==> src/sv/labelled_packet_deframer_top_macros.svh <==
// Assertion macros shared by the deframer modules.
`ifndef LABELLED_PACKET_DEFRAMER_TOP_MACROS_SVH
`define LABELLED_PACKET_DEFRAMER_TOP_MACROS_SVH

// The condition must hold at every clock edge outside reset.
`define LPD_ASSERT_HOLDS(lbl, cond) \
    lbl: assert property (@(posedge clk) disable iff (!rst_n) (cond)) \
        else $error("deframer invariant violated");

// When the antecedent holds, the consequent must hold in the cycle after.
`define LPD_ASSERT_NEXT(lbl, ante, cons) \
    lbl: assert property (@(posedge clk) disable iff (!rst_n) (ante) |=> (cons)) \
        else $error("deframer sequence violated");

`endif

==> src/sv/lpd_pkg.sv <==
// Types, constants and codes shared by the labelled packet deframer.
package lpd_pkg;

    localparam int MAX_PAYLOAD = 512;

    localparam int DATA_W = 8;
    localparam int LEN_W  = 16;
    localparam int IDX_W  = 9;
    localparam int KEEP_W = 10;
    localparam int STAT_W = 2;
    localparam int CNT_W  = $clog2(MAX_PAYLOAD + 1);

    localparam int TOKQ_DEPTH = 4;
    localparam int TOKQ_AW    = $clog2(TOKQ_DEPTH);
    localparam int TOKQ_CW    = $clog2(TOKQ_DEPTH + 1);

    localparam int OUTQ_DEPTH = 2;
    localparam int OUTQ_AW    = $clog2(OUTQ_DEPTH);
    localparam int OUTQ_CW    = $clog2(OUTQ_DEPTH + 1);

    localparam logic [DATA_W-1:0] START_BYTE = 8'h7E;
    localparam logic [DATA_W-1:0] END_BYTE   = 8'hE7;

    localparam logic KIND_BYTE    = 1'b0;
    localparam logic KIND_TIMEOUT = 1'b1;

    localparam logic RK_PAYLOAD = 1'b0;
    localparam logic RK_STATUS  = 1'b1;

    localparam logic [STAT_W-1:0] STAT_GOOD     = 2'd0;
    localparam logic [STAT_W-1:0] STAT_BAD_END  = 2'd1;
    localparam logic [STAT_W-1:0] STAT_TOO_LONG = 2'd2;
    localparam logic [STAT_W-1:0] STAT_TIMEOUT  = 2'd3;

    localparam int  APB_DATA_W = 32;
    localparam int  APB_ADDR_W = 3;
    localparam logic REG_WANTED_LABEL = 1'b0;
    localparam logic REG_KEEP_COUNT   = 1'b1;

    // One classified input word as the front hands it to the back.
    typedef struct packed {
        logic              timeout;
        logic              is_start;
        logic              is_end;
        logic              is_label;
        logic [DATA_W-1:0] data;
    } lpd_token_t;

    typedef struct packed {
        logic              result_kind;
        logic [DATA_W-1:0] payload_byte;
        logic [IDX_W-1:0]  byte_index;
        logic              keep;
        logic [STAT_W-1:0] status;
        logic [LEN_W-1:0]  packet_length;
    } lpd_result_t;

endpackage

==> src/sv/lpd_front.sv <==
// Front end: classifies incoming words and queues them for the packet sequencer.
`include "labelled_packet_deframer_top_macros.svh"
module lpd_front
(
    input  logic                      clk,
    input  logic                      rst_n,
    input  logic                      push,
    output logic                      full,
    input  logic                      kind,
    input  logic [lpd_pkg::DATA_W-1:0] rx_byte,
    input  logic [lpd_pkg::DATA_W-1:0] wanted_label,
    output logic                      tok_valid,
    output lpd_pkg::lpd_token_t       tok,
    input  logic                      tok_pop
);
    import lpd_pkg::*;

    lpd_token_t         mem [TOKQ_DEPTH];
    lpd_token_t         new_tok;
    logic [TOKQ_AW-1:0] wr_ptr_reg, wr_ptr_next;
    logic [TOKQ_AW-1:0] rd_ptr_reg, rd_ptr_next;
    logic [TOKQ_CW-1:0] count_reg, count_next;
    logic               wr_en;
    logic               rd_en;

    assign full      = (count_reg == TOKQ_CW'(TOKQ_DEPTH));
    assign tok_valid = (count_reg != '0);
    assign tok       = mem[rd_ptr_reg];
    assign wr_en     = push && !full;
    assign rd_en     = tok_pop && tok_valid;

    always_comb
    begin
        new_tok.timeout  = (kind == KIND_TIMEOUT);
        new_tok.is_start = (rx_byte == START_BYTE);
        new_tok.is_end   = (rx_byte == END_BYTE);
        new_tok.is_label = (rx_byte == wanted_label);
        new_tok.data     = rx_byte;
    end

    always_comb
    begin
        wr_ptr_next = wr_ptr_reg;
        rd_ptr_next = rd_ptr_reg;
        if (wr_en)
        begin
            wr_ptr_next = (wr_ptr_reg == TOKQ_AW'(TOKQ_DEPTH - 1)) ? '0 : wr_ptr_reg + 1'b1;
        end
        if (rd_en)
        begin
            rd_ptr_next = (rd_ptr_reg == TOKQ_AW'(TOKQ_DEPTH - 1)) ? '0 : rd_ptr_reg + 1'b1;
        end
        count_next = count_reg + TOKQ_CW'(wr_en) - TOKQ_CW'(rd_en);
    end

    always_ff @(posedge clk)
    begin
        if (wr_en)
        begin
            mem[wr_ptr_reg] <= new_tok;
        end
    end

    always_ff @(posedge clk or negedge rst_n)
    begin
        if (!rst_n)
        begin
            wr_ptr_reg <= '0;
            rd_ptr_reg <= '0;
            count_reg  <= '0;
        end
        else
        begin
            wr_ptr_reg <= wr_ptr_next;
            rd_ptr_reg <= rd_ptr_next;
            count_reg  <= count_next;
        end
    end

    `LPD_ASSERT_HOLDS(a_tokq_count_bound, count_reg <= TOKQ_CW'(TOKQ_DEPTH))

endmodule

==> src/sv/lpd_back.sv <==
// Back end: packet sequencer that turns classified words into results.
`include "labelled_packet_deframer_top_macros.svh"
module lpd_back
(
    input  logic                       clk,
    input  logic                       rst_n,
    input  logic                       tok_valid,
    input  lpd_pkg::lpd_token_t        tok,
    output logic                       tok_pop,
    input  logic [lpd_pkg::KEEP_W-1:0] keep_count,
    input  logic                       res_full,
    output logic                       res_valid,
    output lpd_pkg::lpd_result_t       res
);
    import lpd_pkg::*;

    typedef enum logic [5:0] {
        ST_HUNT   = 6'b000001,
        ST_LABEL  = 6'b000010,
        ST_LEN_LO = 6'b000100,
        ST_LEN_HI = 6'b001000,
        ST_DATA   = 6'b010000,
        ST_END    = 6'b100000
    } state_t;

    state_t           state_reg, state_next;
    logic [LEN_W-1:0] len_reg, len_next;
    logic [CNT_W-1:0] cnt_reg, cnt_next;
    logic [LEN_W-1:0] full_len;
    logic [LEN_W-1:0] idx_ext;
    logic [LEN_W-1:0] idx_inc_ext;
    logic             data_bounds_ok;

    assign tok_pop     = tok_valid && !res_full;
    assign full_len    = {tok.data, len_reg[DATA_W-1:0]};
    assign idx_ext     = LEN_W'(cnt_reg);
    assign idx_inc_ext = idx_ext + 1'b1;

    assign data_bounds_ok = (state_reg != ST_DATA)
                            || ((idx_ext < len_reg) && (len_reg <= LEN_W'(MAX_PAYLOAD)));

    always_comb
    begin
        state_next = state_reg;
        len_next   = len_reg;
        cnt_next   = cnt_reg;
        res_valid  = 1'b0;

        res.result_kind   = RK_STATUS;
        res.payload_byte  = '0;
        res.byte_index    = '0;
        res.keep          = 1'b0;
        res.status        = STAT_GOOD;
        res.packet_length = len_reg;

        if (tok_pop)
        begin
            if (tok.timeout)
            begin
                res_valid  = 1'b1;
                res.status = STAT_TIMEOUT;
                state_next = ST_HUNT;
                len_next   = '0;
                cnt_next   = '0;
            end
            else
            begin
                case (state_reg)
                    ST_HUNT:
                    begin
                        if (tok.is_start)
                        begin
                            state_next = ST_LABEL;
                            len_next   = '0;
                            cnt_next   = '0;
                        end
                    end
                    ST_LABEL:
                    begin
                        // A matching label wins even when the label is the start byte.
                        if (tok.is_label)
                        begin
                            state_next = ST_LEN_LO;
                        end
                        else if (tok.is_start)
                        begin
                            state_next = ST_LABEL;
                        end
                        else
                        begin
                            state_next = ST_HUNT;
                        end
                    end
                    ST_LEN_LO:
                    begin
                        len_next   = LEN_W'(tok.data);
                        state_next = ST_LEN_HI;
                    end
                    ST_LEN_HI:
                    begin
                        cnt_next = '0;
                        if (full_len > LEN_W'(MAX_PAYLOAD))
                        begin
                            res_valid         = 1'b1;
                            res.status        = STAT_TOO_LONG;
                            res.packet_length = full_len;
                            state_next        = ST_HUNT;
                            len_next          = '0;
                        end
                        else
                        begin
                            len_next   = full_len;
                            state_next = (full_len == '0) ? ST_END : ST_DATA;
                        end
                    end
                    ST_DATA:
                    begin
                        res_valid        = 1'b1;
                        res.result_kind  = RK_PAYLOAD;
                        res.payload_byte = tok.data;
                        res.byte_index   = idx_ext[IDX_W-1:0];
                        res.keep         = (idx_ext < LEN_W'(keep_count));
                        cnt_next         = cnt_reg + 1'b1;
                        if (idx_inc_ext >= len_reg)
                        begin
                            state_next = ST_END;
                        end
                    end
                    ST_END:
                    begin
                        res_valid  = 1'b1;
                        res.status = tok.is_end ? STAT_GOOD : STAT_BAD_END;
                        state_next = ST_HUNT;
                        len_next   = '0;
                        cnt_next   = '0;
                    end
                    default:
                    begin
                        state_next = ST_HUNT;
                    end
                endcase
            end
        end
    end

    always_ff @(posedge clk or negedge rst_n)
    begin
        if (!rst_n)
        begin
            state_reg <= ST_HUNT;
            len_reg   <= '0;
            cnt_reg   <= '0;
        end
        else
        begin
            state_reg <= state_next;
            len_reg   <= len_next;
            cnt_reg   <= cnt_next;
        end
    end

    `LPD_ASSERT_NEXT(a_timeout_to_hunt, tok_pop && tok.timeout, state_reg == ST_HUNT)
    `LPD_ASSERT_HOLDS(a_data_count_bound, data_bounds_ok)
    `LPD_ASSERT_HOLDS(a_result_needs_word, !res_valid || tok_pop)

endmodule

==> src/sv/lpd_outq.sv <==
// Result queue that holds finished words until the consumer pops them.
`include "labelled_packet_deframer_top_macros.svh"
module lpd_outq
(
    input  logic                 clk,
    input  logic                 rst_n,
    input  logic                 push,
    input  lpd_pkg::lpd_result_t din,
    output logic                 full,
    input  logic                 pop,
    output logic                 empty,
    output lpd_pkg::lpd_result_t dout
);
    import lpd_pkg::*;

    lpd_result_t        mem [OUTQ_DEPTH];
    logic [OUTQ_AW-1:0] wr_ptr_reg, wr_ptr_next;
    logic [OUTQ_AW-1:0] rd_ptr_reg, rd_ptr_next;
    logic [OUTQ_CW-1:0] count_reg, count_next;
    logic               wr_en;
    logic               rd_en;

    assign full  = (count_reg == OUTQ_CW'(OUTQ_DEPTH));
    assign empty = (count_reg == '0);
    assign dout  = mem[rd_ptr_reg];
    assign wr_en = push && !full;
    assign rd_en = pop && !empty;

    always_comb
    begin
        wr_ptr_next = wr_ptr_reg;
        rd_ptr_next = rd_ptr_reg;
        if (wr_en)
        begin
            wr_ptr_next = (wr_ptr_reg == OUTQ_AW'(OUTQ_DEPTH - 1)) ? '0 : wr_ptr_reg + 1'b1;
        end
        if (rd_en)
        begin
            rd_ptr_next = (rd_ptr_reg == OUTQ_AW'(OUTQ_DEPTH - 1)) ? '0 : rd_ptr_reg + 1'b1;
        end
        count_next = count_reg + OUTQ_CW'(wr_en) - OUTQ_CW'(rd_en);
    end

    always_ff @(posedge clk)
    begin
        if (wr_en)
        begin
            mem[wr_ptr_reg] <= din;
        end
    end

    always_ff @(posedge clk or negedge rst_n)
    begin
        if (!rst_n)
        begin
            wr_ptr_reg <= '0;
            rd_ptr_reg <= '0;
            count_reg  <= '0;
        end
        else
        begin
            wr_ptr_reg <= wr_ptr_next;
            rd_ptr_reg <= rd_ptr_next;
            count_reg  <= count_next;
        end
    end

    `LPD_ASSERT_NEXT(a_outq_filled, wr_en, !empty)

endmodule

==> src/sv/labelled_packet_deframer_top.sv <==
// Labelled packet deframer: takes one word per cycle unless full and delivers
// at most one result word for it. A word accepted at one clock edge is
// classified into a four-entry queue and then handled by the packet sequencer,
// which retires one word per cycle unless the result queue is full, into a
// two-entry result queue that drives the result ports; input and result sides
// stall independently. The sustained rate is one word per cycle without
// stalls, set by the sequencer, which updates its phase, length and byte count
// once for each word. Registers: wanted_label at address 0 (reset 3) and
// keep_count at address 4 (reset 5); write them only while the block is idle.
module labelled_packet_deframer_top
(
    input  logic                           clk,
    input  logic                           rst_n,
    input  logic                           push,
    output logic                           full,
    input  logic                           kind,
    input  logic [lpd_pkg::DATA_W-1:0]     rx_byte,
    output logic                           empty,
    input  logic                           pop,
    output logic                           result_kind,
    output logic [lpd_pkg::DATA_W-1:0]     payload_byte,
    output logic [lpd_pkg::IDX_W-1:0]      byte_index,
    output logic                           keep,
    output logic [lpd_pkg::STAT_W-1:0]     status,
    output logic [lpd_pkg::LEN_W-1:0]      packet_length,
    input  logic                           psel,
    input  logic                           penable,
    input  logic                           pwrite,
    input  logic [lpd_pkg::APB_ADDR_W-1:0] paddr,
    input  logic [lpd_pkg::APB_DATA_W-1:0] pwdata,
    output logic [lpd_pkg::APB_DATA_W-1:0] prdata,
    output logic                           pready
);
    import lpd_pkg::*;

    logic [DATA_W-1:0] wanted_label_reg, wanted_label_next;
    logic [KEEP_W-1:0] keep_count_reg, keep_count_next;
    logic              cfg_wr;
    logic              reg_sel;

    logic              tok_valid;
    lpd_token_t        tok;
    logic              tok_pop;
    logic              res_valid;
    lpd_result_t       res;
    logic              res_full;
    lpd_result_t       dout;

    assign pready  = 1'b1;
    assign cfg_wr  = psel && penable && pwrite && pready;
    assign reg_sel = paddr[2];

    always_comb
    begin
        wanted_label_next = wanted_label_reg;
        keep_count_next   = keep_count_reg;
        if (cfg_wr)
        begin
            case (reg_sel)
                REG_WANTED_LABEL: wanted_label_next = pwdata[DATA_W-1:0];
                REG_KEEP_COUNT:   keep_count_next   = pwdata[KEEP_W-1:0];
                default:          wanted_label_next = wanted_label_reg;
            endcase
        end
    end

    always_comb
    begin
        case (reg_sel)
            REG_WANTED_LABEL: prdata = APB_DATA_W'(wanted_label_reg);
            REG_KEEP_COUNT:   prdata = APB_DATA_W'(keep_count_reg);
            default:          prdata = '0;
        endcase
    end

    always_ff @(posedge clk or negedge rst_n)
    begin
        if (!rst_n)
        begin
            wanted_label_reg <= DATA_W'(3);
            keep_count_reg   <= KEEP_W'(5);
        end
        else
        begin
            wanted_label_reg <= wanted_label_next;
            keep_count_reg   <= keep_count_next;
        end
    end

    lpd_front u_front
    (
        .clk          (clk),
        .rst_n        (rst_n),
        .push         (push),
        .full         (full),
        .kind         (kind),
        .rx_byte      (rx_byte),
        .wanted_label (wanted_label_reg),
        .tok_valid    (tok_valid),
        .tok          (tok),
        .tok_pop      (tok_pop)
    );

    lpd_back u_back
    (
        .clk        (clk),
        .rst_n      (rst_n),
        .tok_valid  (tok_valid),
        .tok        (tok),
        .tok_pop    (tok_pop),
        .keep_count (keep_count_reg),
        .res_full   (res_full),
        .res_valid  (res_valid),
        .res        (res)
    );

    lpd_outq u_outq
    (
        .clk   (clk),
        .rst_n (rst_n),
        .push  (res_valid),
        .din   (res),
        .full  (res_full),
        .pop   (pop),
        .empty (empty),
        .dout  (dout)
    );

    assign result_kind   = dout.result_kind;
    assign payload_byte  = dout.payload_byte;
    assign byte_index    = dout.byte_index;
    assign keep          = dout.keep;
    assign status        = dout.status;
    assign packet_length = dout.packet_length;

endmodule
==> config.mk <==
export PLATFORM = sky130hd
export DESIGN_NAME = labelled_packet_deframer_top
export DESIGN_NICKNAME = d
export VERILOG_FILES = /design/src/sv/lpd_pkg.sv /design/src/sv/lpd_front.sv /design/src/sv/lpd_back.sv /design/src/sv/lpd_outq.sv /design/src/sv/labelled_packet_deframer_top.sv
export VERILOG_INCLUDE_DIRS = /design/src /design/src/sv
export SDC_FILE = /design/constraint.sdc
export NUM_CORES = 1
export LEC_CHECK = 0
export BUFFER_PORTS_ARGS = -buffer_cell sky130_fd_sc_hd__buf_2
export CAP_MARGIN = 5
export CORE_ASPECT_RATIO = 2
export CORE_MARGIN = 3
export CORE_UTILIZATION = 30
export DETAILED_ROUTE_END_ITERATION = 8
export GPL_TIMING_DRIVEN = 1
export PLACE_DENSITY = 0.43
export SYNTH_ARGS = -nofsm -noshare
export SYNTH_HDL_FRONTEND = slang
export SYNTH_SLANG_ARGS = --single-unit
==> constraint.sdc <==
create_clock -name clk -period 4.9 [get_ports clk]
set_input_delay 0.98 -clock clk [delete_from_list [all_inputs] [get_ports clk]]
set_output_delay 0.98 -clock clk [all_outputs]
set_load 0.02 [all_outputs]
==> results by group <==
Finish
  • Most frequent cells in the layout: edfxtp_1 (122), buf_2 (75), mux2_2 (64), dfrtp_1 (56), inv_1 (36)
  • Max reg flops: 74
  • Ant. Diodes: 0
  • Most common cell after layout, fill and taps aside: edfxtp_1
  • Share of layout cells above drive strength 1: between 20 and 30%
  • Layout Area Growth over Synthesis: 14.6%
  • FILL cells: 2,706
  • Final Util: between 30% and 40%
  • Layout Nets: 763
  • Design Area, Final: 0.00972 mm^2

Power
  • Switching share of power: approximately 35%
  • Comb power frac: around a third
  • Worst vdd ir: approximately 0.00023 V
  • Seq pwr share: between 40% and 50%
  • Pwr per Cell Area: approximately 570 mW/mm^2
  • Reported leakage power: about 4 nW
  • Clock share of power: 23.3%
  • P_sw: 1.96 mW
  • Pint: approximately 3.6 mW

Synth
  • Async set-reset flop share out of synthesis: 33.3%
  • Mean Syn Cell Area: between 10 and 15 um^2
  • Synth cell types: 60
  • Synth top area cells: edfxtp_1 (43%), dfrtp_1 (17%), mux2_2 (8.5%), ha_1 (4.4%), mux4_2 (3.2%)
  • Mapped Cells: approximately 600
  • Mapped Area: 0.00848 mm^2
  • Ys Warns: 0
  • Number of flops mapped to enable cells by yosys: 122
  • Post-synth top area share: 43.2%
  • Register area share after synthesis: between 60 and 70%
  • Main flop type after synthesis: edfxtp_1
  • Synth Register Bits: 183
  • Leading area contributor after synthesis: edfxtp_1

Job
  • MaxCap Viol Count: 0

Clock tree
  • Clk_lat worst skew: between 0.4 and 0.5 ns
  • PostCTS Resize Cnt: 0
  • H-tree Lvls: 4
  • Post-CTS Hold Buffers: 0
  • Cts bufs inserted: 17
  • CTS tree: done
  • Clk sinks: 183
  • Post-CTS Setup Inserts: 0
  • Worst-path clk slew: about 0.070 ns
  • Max clock buf depth: 2
  • Clk root buf: clkbuf_16

Timing
  • Unrepaired setup endpoints after global routing: false
  • Slew Viols, Final: 0
  • Fin crit share: a little under three quarters
  • Achievable Freq: about 290 MHz
  • # setup viols final: 0
  • Final total negative setup slack: 0 ns
  • Worst hold slack: around 0.53 ns
  • Final hold violations: 0
  • Tmin final: about 3.5 ns
  • Max_slew headroom: roughly 41%
  • Slew @ Worst Pin: between 0.8 and 0.9 ns
  • Final setup skew: roughly 0.0078 ns

Route
  • DRC viols: 0
  • Via-per-instance ratio: 4.67
  • Routed WL: 18,700 um
  • Via Count: about 4.9k
  • Drt wl/cell: approximately 18 um
  • Initial drt markers: about 250
  • Post-route antenna net violation count: 0
  • Pre-antenna DRT Iters: 4

Global routing
  • GR Util met1: about an eighth
  • Pin count of the biggest net entering global routing: 62
  • Number of global-route vias before repair: 5,294
  • Grt ovf: 0
  • Total GRT Usage: roughly an eighth
  • Initial antenna violation count: 0
  • Met3 usage: under 10%
  • Gr busiest metal: met2
  • GRT met2 Usage: approximately 25%
  • Global-route wire length before repair: between 20,000 and 30,000 um

Place
  • Dpl cell area: between 0.009 and 0.01 mm^2
  • RD Place Congestion: ~0.82
  • Dpl hpwl: 13,600 um
  • Port bufs: 75

Critical path
  • CP max stage delay: a little over 0.9 ns
  • Setup CP Type: register to register
  • CP cell instances: mux4_2 -> nor4_1 -> nand2_1 -> o21ai_0 -> a21oi_1 -> and2_1 -> buf_4
  • WP buf/inv: 1
  • CP Data Required Time: between 5 and 6 ns
  • Crit-path leading delay family: flip-flops
  • Largest fanout on the critical path: 37
  • CP Launch Type: register
  • Crit path DAT: roughly 3.6 ns
  • Slowest CP cell: dfrtp_1
  • Crit. End Element: register

Die
  • Die ar.: 0.0304 mm^2
  • Die span in y: approximately 240 um
  • Horiz. Die Dim: approximately 120 um
  • IO Count: roughly 120
  • Placement Rows: 86
  • Core box area: between 0.02 and 0.03 mm^2
  • Initial Utilization: 30.7%

Outcome
  • Status: finished, final reports clean

Hold path
  • Hold Crit Class: register to register
synthesized netlist by cell type (3+ instances only):
cell type,n
a21o_1,6
a21oi_1,11
a22o_1,15
and2_1,25
and3_1,10
buf_1,4
buf_4,23
clkbuf_1,11
dfrtp_1,56
dfstp_2,5
edfxtp_1,122
ha_1,30
inv_1,36
mux2_2,64
mux4_2,12
nand2_1,31
nand4_1,4
nor2_1,19
nor2b_1,11
nor3_1,7
nor4_1,6
o211ai_1,4
o21a_1,3
o21ai_0,21
or4_1,4
xnor2_1,14
xor2_1,11
power groups by stage:
stage,Combinational (mW),Clock [mW],Sequential [mW]
detailed placement,1.93,0,2.39
floorplan,1.43,0,2.27
global placement,1.90,0,2.38
finish,1.88,1.29,2.35
global route,2.09,1.40,2.41
CTS,1.94,1.34,2.37
cell families after synthesis:
logic type / count (synthesis) / synth area share (%)
mux: 80 / 12.3
other cells: 2 / 0.0886
compound gates: 74 / 6.15
buf+inv: 78 / 4.59
simple gates: 130 / 8.38
fa+ha+maj: 31 / 4.66
xor+xnor: 25 / 2.58
flops: 183 / 61.3
final timing paths:
path	depth (start not counted)	slack (ns)	from	end
worst min-delay path	1	0.53	u_back.len_reg[11]	u_back.len_reg[11]
worst max-delay path	7	1.40	u_front.rd_ptr_reg[0]	u_outq.mem[1][24]
worst max register to register	7	1.40	u_front.rd_ptr_reg[0]	u_outq.mem[1][24]
min in group asynchronous	2	0.71	rst_n	keep_count_reg[8]
worst min register to register	1	0.53	u_back.len_reg[11]	u_back.len_reg[11]
max in group asynchronous	2	3.58	rst_n	u_front.wr_ptr_reg[1]
final cells by class:
type | count | area [um^2] | share of cell area, %
Sequential cell | 183 | 5200 | 53.5
Inverter | 37 | 139 | 1.43
Timing Repair Buffer | 79 | 405 | 4.17
Multi-Input combinational cell | 363 | 2980 | 30.7
Clock buffer | 23 | 488 | 5.02
Clock inverter | 9 | 67.6 | 0.695
Tap cell | 352 | 440 | 4.53
metal layers:
| metal | vias to the layer above | routed length [um] |
|---|---|---|
| met4 | 0 | 505 |
| met5 | - | 0 |
| li1 | 2320 | - |
| met3 | 26 | 575 |
| met2 | 89 | 10700 |
| met1 | 2448 | 6910 |
metrics by stage:
stage / power [mW] / worst slack, ns / cells
after global routing: 5.89 / 1.07 / 1046
after global placement: 4.28 / 1.29 / 1014
final: 5.52 / 1.40 / 1046
after CTS: 5.65 / 1.27 / 1046
after detailed placement: 4.33 / 1.28 / 1014
after floorplan: 3.70 / 0.957 / 624
Note: power is estimated with default switching activity, not from simulation.
